--- config.mk ---
export PLATFORM = sky130hd
export DESIGN_NAME = api_frame_receiver
export DESIGN_NICKNAME = d
export VERILOG_FILES = /design/src/afr_pkg.sv /design/src/api_frame_receiver.sv /design/src/afr_core.sv
export SDC_FILE = /design/constraint.sdc
export NUM_CORES = 1
export LEC_CHECK = 0
export BUFFER_PORTS_ARGS = -buffer_cell sky130_fd_sc_hd__clkbuf_2
export CORE_MARGIN = 2
export CORE_UTILIZATION = 55
export CTS_CLUSTER_DIAMETER = 150
export DETAILED_ROUTE_END_ITERATION = 8
export GPL_ROUTABILITY_DRIVEN = 0
export PLACE_DENSITY = 0.86
export SYNTH_ARGS = -nofsm -noshare
export SYNTH_HDL_FRONTEND = slang
export SYNTH_SLANG_ARGS = --single-unit
--- constraint.sdc ---
create_clock -name aclk -period 8.3 [get_ports aclk]
set_input_delay 0.83 -clock aclk [delete_from_list [all_inputs] [get_ports aclk]]
set_output_delay 0.83 -clock aclk [all_outputs]
set_load 0.01 [all_outputs]
--- src/afr_pkg.sv ---
`default_nettype none
// ----------------------------------------------------------------------------
// afr_pkg
// Shared types and constants for the API frame receiver.
// ----------------------------------------------------------------------------
package afr_pkg;

    localparam logic [7:0] DELIM  = 8'h7E;
    localparam logic [7:0] SUM_OK = 8'hFF;

    localparam logic [1:0] EV_DATA    = 2'd0;
    localparam logic [1:0] EV_GOOD    = 2'd1;
    localparam logic [1:0] EV_BAD     = 2'd2;
    localparam logic [1:0] EV_TIMEOUT = 2'd3;

    typedef struct packed {
        logic        valid;
        logic [1:0]  event_res;
        logic [7:0]  data;
        logic [15:0] byte_index;
        logic        is_last;
    } afr_res_t;

endpackage
`default_nettype wire

--- src/api_frame_receiver.sv ---
`default_nettype none
// ----------------------------------------------------------------------------
// api_frame_receiver
// Byte-stream receiver for delimited API frames with length and checksum.
// ----------------------------------------------------------------------------
// Path: an accepted byte's result is presented on m_tvalid from the output
//   register (parse logic between the input register and the output register).
// Throughput: one byte per cycle, limited only by the output register.
// The input register takes one more byte while a result waits downstream.
// Reset (aresetn low, synchronous): hunt for a delimiter, clear counters,
//   sum and both valid flags, and set search_limit back to 255.
// ----------------------------------------------------------------------------
module api_frame_receiver (
    input  wire logic        aclk,
    input  wire logic        aresetn,

    // Configuration: search_limit
    input  wire logic        cfg_valid,
    output wire logic        cfg_ready,
    input  wire logic [7:0]  cfg_data,

    // Received bytes
    input  wire logic        s_tvalid,
    output wire logic        s_tready,
    input  wire logic [7:0]  s_tdata,   // [7:0] rx_byte

    // Results
    output wire logic        m_tvalid,
    input  wire logic        m_tready,
    output wire logic [23:0] m_tdata,   // [7:0] data, [23:8] byte_index
    output wire logic [1:0]  m_tuser,   // [1:0] event_res
    output wire logic        m_tlast    // is_last
);

    logic              in_valid_reg;
    logic [7:0]        in_byte_reg;
    logic [7:0]        limit_reg;
    logic              out_valid_reg;
    logic [23:0]       out_tdata_reg;
    logic [1:0]        out_tuser_reg;
    logic              out_tlast_reg;

    logic              out_free;
    logic              step_en;
    afr_pkg::afr_res_t res;

    // The output register can take a new result when empty or being drained
    assign out_free  = !out_valid_reg || m_tready;
    // Parse the held byte whenever its result (if any) has somewhere to go
    assign step_en   = in_valid_reg && out_free;
    // Hold at most one byte; accept when empty or while the held one advances this cycle
    assign s_tready  = !in_valid_reg || out_free;
    assign cfg_ready = 1'b1;

    // Configuration register
    always_ff @(posedge aclk) begin
        if (!aresetn) begin
            limit_reg <= 8'd255;
        end else if (cfg_valid) begin
            limit_reg <= cfg_data;
        end
    end

    // Input register
    always_ff @(posedge aclk) begin
        if (!aresetn) begin
            in_valid_reg <= 1'b0;
        end else if (s_tready) begin
            in_valid_reg <= s_tvalid;
        end
    end

    always_ff @(posedge aclk) begin
        if (s_tready && s_tvalid) begin
            in_byte_reg <= s_tdata;
        end
    end

    afr_core u_core (
        .aclk         (aclk),
        .aresetn      (aresetn),
        .step_en      (step_en),
        .rx_byte      (in_byte_reg),
        .search_limit (limit_reg),
        .res          (res)
    );

    // Output register: load a new result, otherwise drop the taken one
    always_ff @(posedge aclk) begin
        if (!aresetn) begin
            out_valid_reg <= 1'b0;
        end else if (out_free) begin
            out_valid_reg <= step_en && res.valid;
        end
    end

    always_ff @(posedge aclk) begin
        if (step_en && res.valid) begin
            out_tdata_reg <= {res.byte_index, res.data};
            out_tuser_reg <= res.event_res;
            out_tlast_reg <= res.is_last;
        end
    end

    assign m_tvalid = out_valid_reg;
    assign m_tdata  = out_tdata_reg;
    assign m_tuser  = out_tuser_reg;
    assign m_tlast  = out_tlast_reg;

    // A held byte that cannot advance stays held
    a_hold_input: assert property (@(posedge aclk) disable iff (!aresetn)
        in_valid_reg && !out_free |=> in_valid_reg)
        else $error("held byte lost while output stalled");

    // Verdict and timeout results carry zero data and index
    a_zero_payload: assert property (@(posedge aclk) disable iff (!aresetn)
        m_tvalid && m_tuser != afr_pkg::EV_DATA |-> m_tdata == 24'd0)
        else $error("non-payload result with payload bits");

    // Only verdict and timeout results end a run
    a_last_kind: assert property (@(posedge aclk) disable iff (!aresetn)
        m_tvalid && m_tlast |-> m_tuser != afr_pkg::EV_DATA)
        else $error("payload result marked last");

    // An empty input register always accepts
    a_ready_empty: assert property (@(posedge aclk) disable iff (!aresetn)
        !in_valid_reg |-> s_tready)
        else $error("input stalled while empty");

endmodule
`default_nettype wire

--- src/afr_core.sv ---
`default_nettype none
// ----------------------------------------------------------------------------
// afr_core
// Frame parser state and next-state logic; one byte per enabled cycle.
// ----------------------------------------------------------------------------
module afr_core (
    input  wire logic             aclk,
    input  wire logic             aresetn,
    input  wire logic             step_en,
    input  wire logic [7:0]       rx_byte,
    input  wire logic [7:0]       search_limit,
    output afr_pkg::afr_res_t     res
);

    localparam logic [2:0] PH_HUNT    = 3'd0;
    localparam logic [2:0] PH_LEN_HI  = 3'd1;
    localparam logic [2:0] PH_LEN_LO  = 3'd2;
    localparam logic [2:0] PH_PAYLOAD = 3'd3;
    localparam logic [2:0] PH_CHECK   = 3'd4;

    logic [2:0]  phase_reg, phase_next;
    logic [8:0]  miss_count_reg, miss_count_next;
    logic [15:0] frame_length_reg, frame_length_next;
    logic [15:0] payload_count_reg, payload_count_next;
    logic [7:0]  running_sum_reg, running_sum_next;

    logic [7:0]  sum_add;
    logic [15:0] count_inc;
    logic [8:0]  miss_inc;

    assign sum_add   = running_sum_reg + rx_byte;
    assign count_inc = payload_count_reg + 16'd1;
    assign miss_inc  = miss_count_reg + 9'd1;

    always_comb begin
        phase_next         = phase_reg;
        miss_count_next    = miss_count_reg;
        frame_length_next  = frame_length_reg;
        payload_count_next = payload_count_reg;
        running_sum_next   = running_sum_reg;
        res                = '0;

        unique case (phase_reg)
            PH_LEN_HI: begin
                frame_length_next = {rx_byte, 8'h00};
                phase_next        = PH_LEN_LO;
            end
            PH_LEN_LO: begin
                frame_length_next  = {frame_length_reg[15:8], rx_byte};
                payload_count_next = '0;
                phase_next = ({frame_length_reg[15:8], rx_byte} == 16'd0) ?
                             PH_CHECK : PH_PAYLOAD;
            end
            PH_PAYLOAD: begin
                running_sum_next   = sum_add;
                payload_count_next = count_inc;
                if (count_inc == frame_length_reg) begin
                    phase_next = PH_CHECK;
                end
                res.valid      = 1'b1;
                res.event_res  = afr_pkg::EV_DATA;
                res.data       = rx_byte;
                res.byte_index = payload_count_reg;
            end
            PH_CHECK: begin
                running_sum_next = sum_add;
                phase_next       = PH_HUNT;
                miss_count_next  = '0;
                res.valid        = 1'b1;
                res.event_res    = (sum_add == afr_pkg::SUM_OK) ?
                                   afr_pkg::EV_GOOD : afr_pkg::EV_BAD;
                res.is_last      = 1'b1;
            end
            default: begin
                if (rx_byte == afr_pkg::DELIM) begin
                    phase_next         = PH_LEN_HI;
                    miss_count_next    = '0;
                    running_sum_next   = '0;
                    frame_length_next  = '0;
                    payload_count_next = '0;
                end else begin
                    phase_next = PH_HUNT;
                    if (miss_inc > {1'b0, search_limit}) begin
                        miss_count_next = '0;
                        res.valid       = 1'b1;
                        res.event_res   = afr_pkg::EV_TIMEOUT;
                        res.is_last     = 1'b1;
                    end else begin
                        miss_count_next = miss_inc;
                    end
                end
            end
        endcase
    end

    always_ff @(posedge aclk) begin
        if (!aresetn) begin
            phase_reg         <= PH_HUNT;
            miss_count_reg    <= '0;
            frame_length_reg  <= '0;
            payload_count_reg <= '0;
            running_sum_reg   <= '0;
        end else if (step_en) begin
            phase_reg         <= phase_next;
            miss_count_reg    <= miss_count_next;
            frame_length_reg  <= frame_length_next;
            payload_count_reg <= payload_count_next;
            running_sum_reg   <= running_sum_next;
        end
    end

    // Miss count is cleared as soon as it passes the limit
    a_miss_bounded: assert property (@(posedge aclk) disable iff (!aresetn)
        miss_count_reg <= 9'd255)
        else $error("miss count beyond limit range");

    // A payload phase always has a non-zero length still outstanding
    a_payload_len: assert property (@(posedge aclk) disable iff (!aresetn)
        phase_reg == PH_PAYLOAD |-> frame_length_reg != 16'd0)
        else $error("payload phase with zero length");

    // Payload results carry no end marker
    a_data_not_last: assert property (@(posedge aclk) disable iff (!aresetn)
        res.valid && res.event_res == afr_pkg::EV_DATA |-> !res.is_last)
        else $error("payload result marked last");

endmodule
`default_nettype wire
==> results.sh <==
export IMPL_required_ns=8.60
export IMPL_use_met1_pct=28.44
export IMPL_final_nets=611
export IMPL_vias=4137
export IMPL_grt_overflow=0
export IMPL_fp_dieW_um=99.73
export IMPL_hpwl_mm=7.871
export IMPL_synth_warnings=0
export IMPL_final_layout_size_suffix_gt1_share_pct=13.34
export IMPL_start_util_pct=57.23
export IMPL_peakVddDrop_mv=0.1431
export IMPL_period_share_pct=39.06
export IMPL_grt_busiest_layer="met2"
export IMPL_drt_initial_drc_count=359
export IMPL_grt_usage_pct=23.42
export IMPL_worst_ep_arrival_time_ns=3.54
export IMPL_fin_worst_skew_ns=0.01211
export IMPL_fin_tns_setup_ns=0
export IMPL_tightest_slew_ns=1.018
export IMPL_cts_buffer_depth=2
export IMPL_rows=34
export IMPL_die_h_um=99.73
export IMPL_cts_sinks=97
export IMPL_drc=0
export IMPL_ys_seq_area_share_pct=45.48
export IMPL_synth_async_sr_flop_share_pct=0
export IMPL_dieArea_mm2=0.009945
export IMPL_final_cell_mix="dfxtp_1, nand2_1, clkbuf_2"
export IMPL_avgRoutedWirePerCell_um=16.34
export IMPL_startpoint_type="flip-flop"
export IMPL_fmaxAchievable_mhz=308.4
export IMPL_core_mm2=0.008806
export IMPL_synthDistinctLibCells=57
export IMPL_outcome="completed"
export IMPL_syn_nets=576
export IMPL_grtUsageMet3_pct=4.076
export IMPL_syn_inst=537
export IMPL_post_cts_buffers=0
export IMPL_path_max_fanout=35
export IMPL_powerDensity_mw_per_mm2=157.5
export IMPL_clock_latency_ns=0.37
export IMPL_max_slew_margin_pct=32.14
export IMPL_grt_max_degree=57
export IMPL_setup_violations=0
export IMPL_wirelength_mm=11.19
export IMPL_io_pins=51
export IMPL_numCtsBuffers=9
export IMPL_drt_vias_per_instance=6.039
export IMPL_diodes=0
export IMPL_syn_avg_cell_area_um2=9.385
export IMPL_leakagePower_nw=2.289
export IMPL_synth_edff_count=35
export IMPL_cts_max_level=3
export IMPL_syn2layout_area_growth_pct=9.608
export IMPL_path_clk_slew_ns=0.10
export IMPL_period_needed_ns=3.242
export IMPL_portBuffers=49
export IMPL_grt_use_met2_pct=40.80
export IMPL_finalPower_w=0.0008702
export IMPL_synthFlopType="dfxtp_1"
export IMPL_cts_root_buffer="clkbuf_8"
export IMPL_crit_type="reg2reg"
export IMPL_min_path_type="reg2reg"
export IMPL_cts_hold_buf=0
export IMPL_hold_viol=0
export IMPL_final_common_cell="dfxtp_1"
export IMPL_cap_violations=0
export IMPL_syn_area_mm2=0.005040
export IMPL_rsz0062_at_grt="false"
export IMPL_tritoncts="built"
export IMPL_grt_antenna_before_repair=0
export IMPL_endpoint_kind="flip-flop"
export IMPL_slew_viol_final=0
export IMPL_largest_reg_flops=24
export IMPL_postRouteAntennaNets=0
export IMPL_first_pass_iters=5
export IMPL_grt_pass1_wl_mm=18.66
export IMPL_synth_ff_latch_count=97
export IMPL_grt_pass1_vias=4021
export IMPL_cts_resized=0
export IMPL_fill_cells=711
cell families (layout without fill, tap and decap cells):
logic type,after synthesis,count (layout),synth area share [%]
xor+xnor,38,38,6.604
simple gates,227,227,24.53
other cells,1,1,0.07441
fa+ha+maj,19,19,4.816
flops,97,97,45.48
compound gates,109,109,14.55
buf+inv,43,83,3.351
mux,3,3,0.5959
metal layers:
metal / part of all wire [%] / vias to the layer above
met5: 0 / -
met4: 3.1 / 0
met1: 42 / 1941
met3: 6.0 / 38
met2: 49 / 169
li1: - / 1989
layout make-up:
cell class / count / area, um2 / share of cell area, %
Tap cell: 108 / 135.1 / 2.446
Inverter: 16 / 60.06 / 1.087
Clock inverter: 6 / 67.56 / 1.223
Clock buffer: 10 / 127.6 / 2.310
Timing Repair Buffer: 51 / 260.3 / 4.711
Multi-Input combinational cell: 397 / 2581 / 46.73
Sequential cell: 97 / 2292 / 41.49
power by group:
group	leakage [nW]	switching, W	internal [W]
logic	1.31	0.0000320	0.0000223
registers	0.882	0.0000123	0.000497
clock network	0.0929	0.000166	0.000140
total	2.29	0.000210	0.000660
cell usage after synthesis, types with 2 or more instances:
cell	number	area share, %
a21boi_0	19	2.8
a21boi_1	3	0.45
a21oi_1	17	1.7
a22oi_1	14	2.1
a32oi_1	2	0.35
and2_1	7	0.87
and3_1	29	3.6
and3_2	2	0.30
and4_1	2	0.35
buf_2	3	0.30
clkbuf_1	22	1.6
dfxtp_1	62	25
edfxtp_1	35	21
ha_1	17	4.2
inv_1	16	1.2
mux2i_1	3	0.60
nand2_1	54	4.0
nand2b_1	12	1.5
nand3_1	18	1.8
nand4_1	6	0.74
nor2_1	34	2.5
nor2b_1	23	2.9
nor3_1	7	0.70
nor3b_1	2	0.30
nor4_1	8	0.99
o211ai_1	9	1.3
o21a_1	5	0.74
o21ai_0	26	2.6
o21bai_1	3	0.45
o221a_1	2	0.45
or3_1	7	0.87
or3b_1	4	0.70
or3b_2	2	0.35
or4_1	3	0.45
xnor2_1	24	4.2
xor2_1	14	2.4
stage by stage:
step / setup slack, ns / instances / cell area (um2) / util, % / hold WS [ns]
floorplan: 4.821 / 537 / 5040 / - / 0.4478
global placement: 5.294 / 669 / 5329 / 60.51 / 0.4595
detailed placement: 5.162 / 669 / 5329 / 60.51 / 0.4677
CTS: 5.144 / 685 / 5524 / 62.73 / 0.4823
global route: 4.830 / 685 / 5524 / 62.73 / 0.5095
finish: 5.058 / 685 / 5524 / 62.73 / 0.4819
path summary, 6_finish.rpt:
kind	from	end	slack, ns	depth (start not counted)
setup / recovery	u_core.phase_reg[0]$_SDFFE_PN0P_	u_core.payload_count_reg[7]$_SDFFE_PN0P_	5.06	4
hold reg to reg	u_core.frame_length_reg[3]$_SDFFE_PN0P_	u_core.frame_length_reg[3]$_SDFFE_PN0P_	0.48	2
setup reg to reg	u_core.phase_reg[0]$_SDFFE_PN0P_	u_core.payload_count_reg[7]$_SDFFE_PN0P_	5.06	4
hold / removal	u_core.frame_length_reg[3]$_SDFFE_PN0P_	u_core.frame_length_reg[3]$_SDFFE_PN0P_	0.48	2
critical path: stages, from the launching register on:
cell      delay, ns
dfxtp_1        1.00
nand2_1        0.71
or3_1          0.75
or4_1          0.53
a21boi_0       0.16
(Power assumes the default switching activity.)
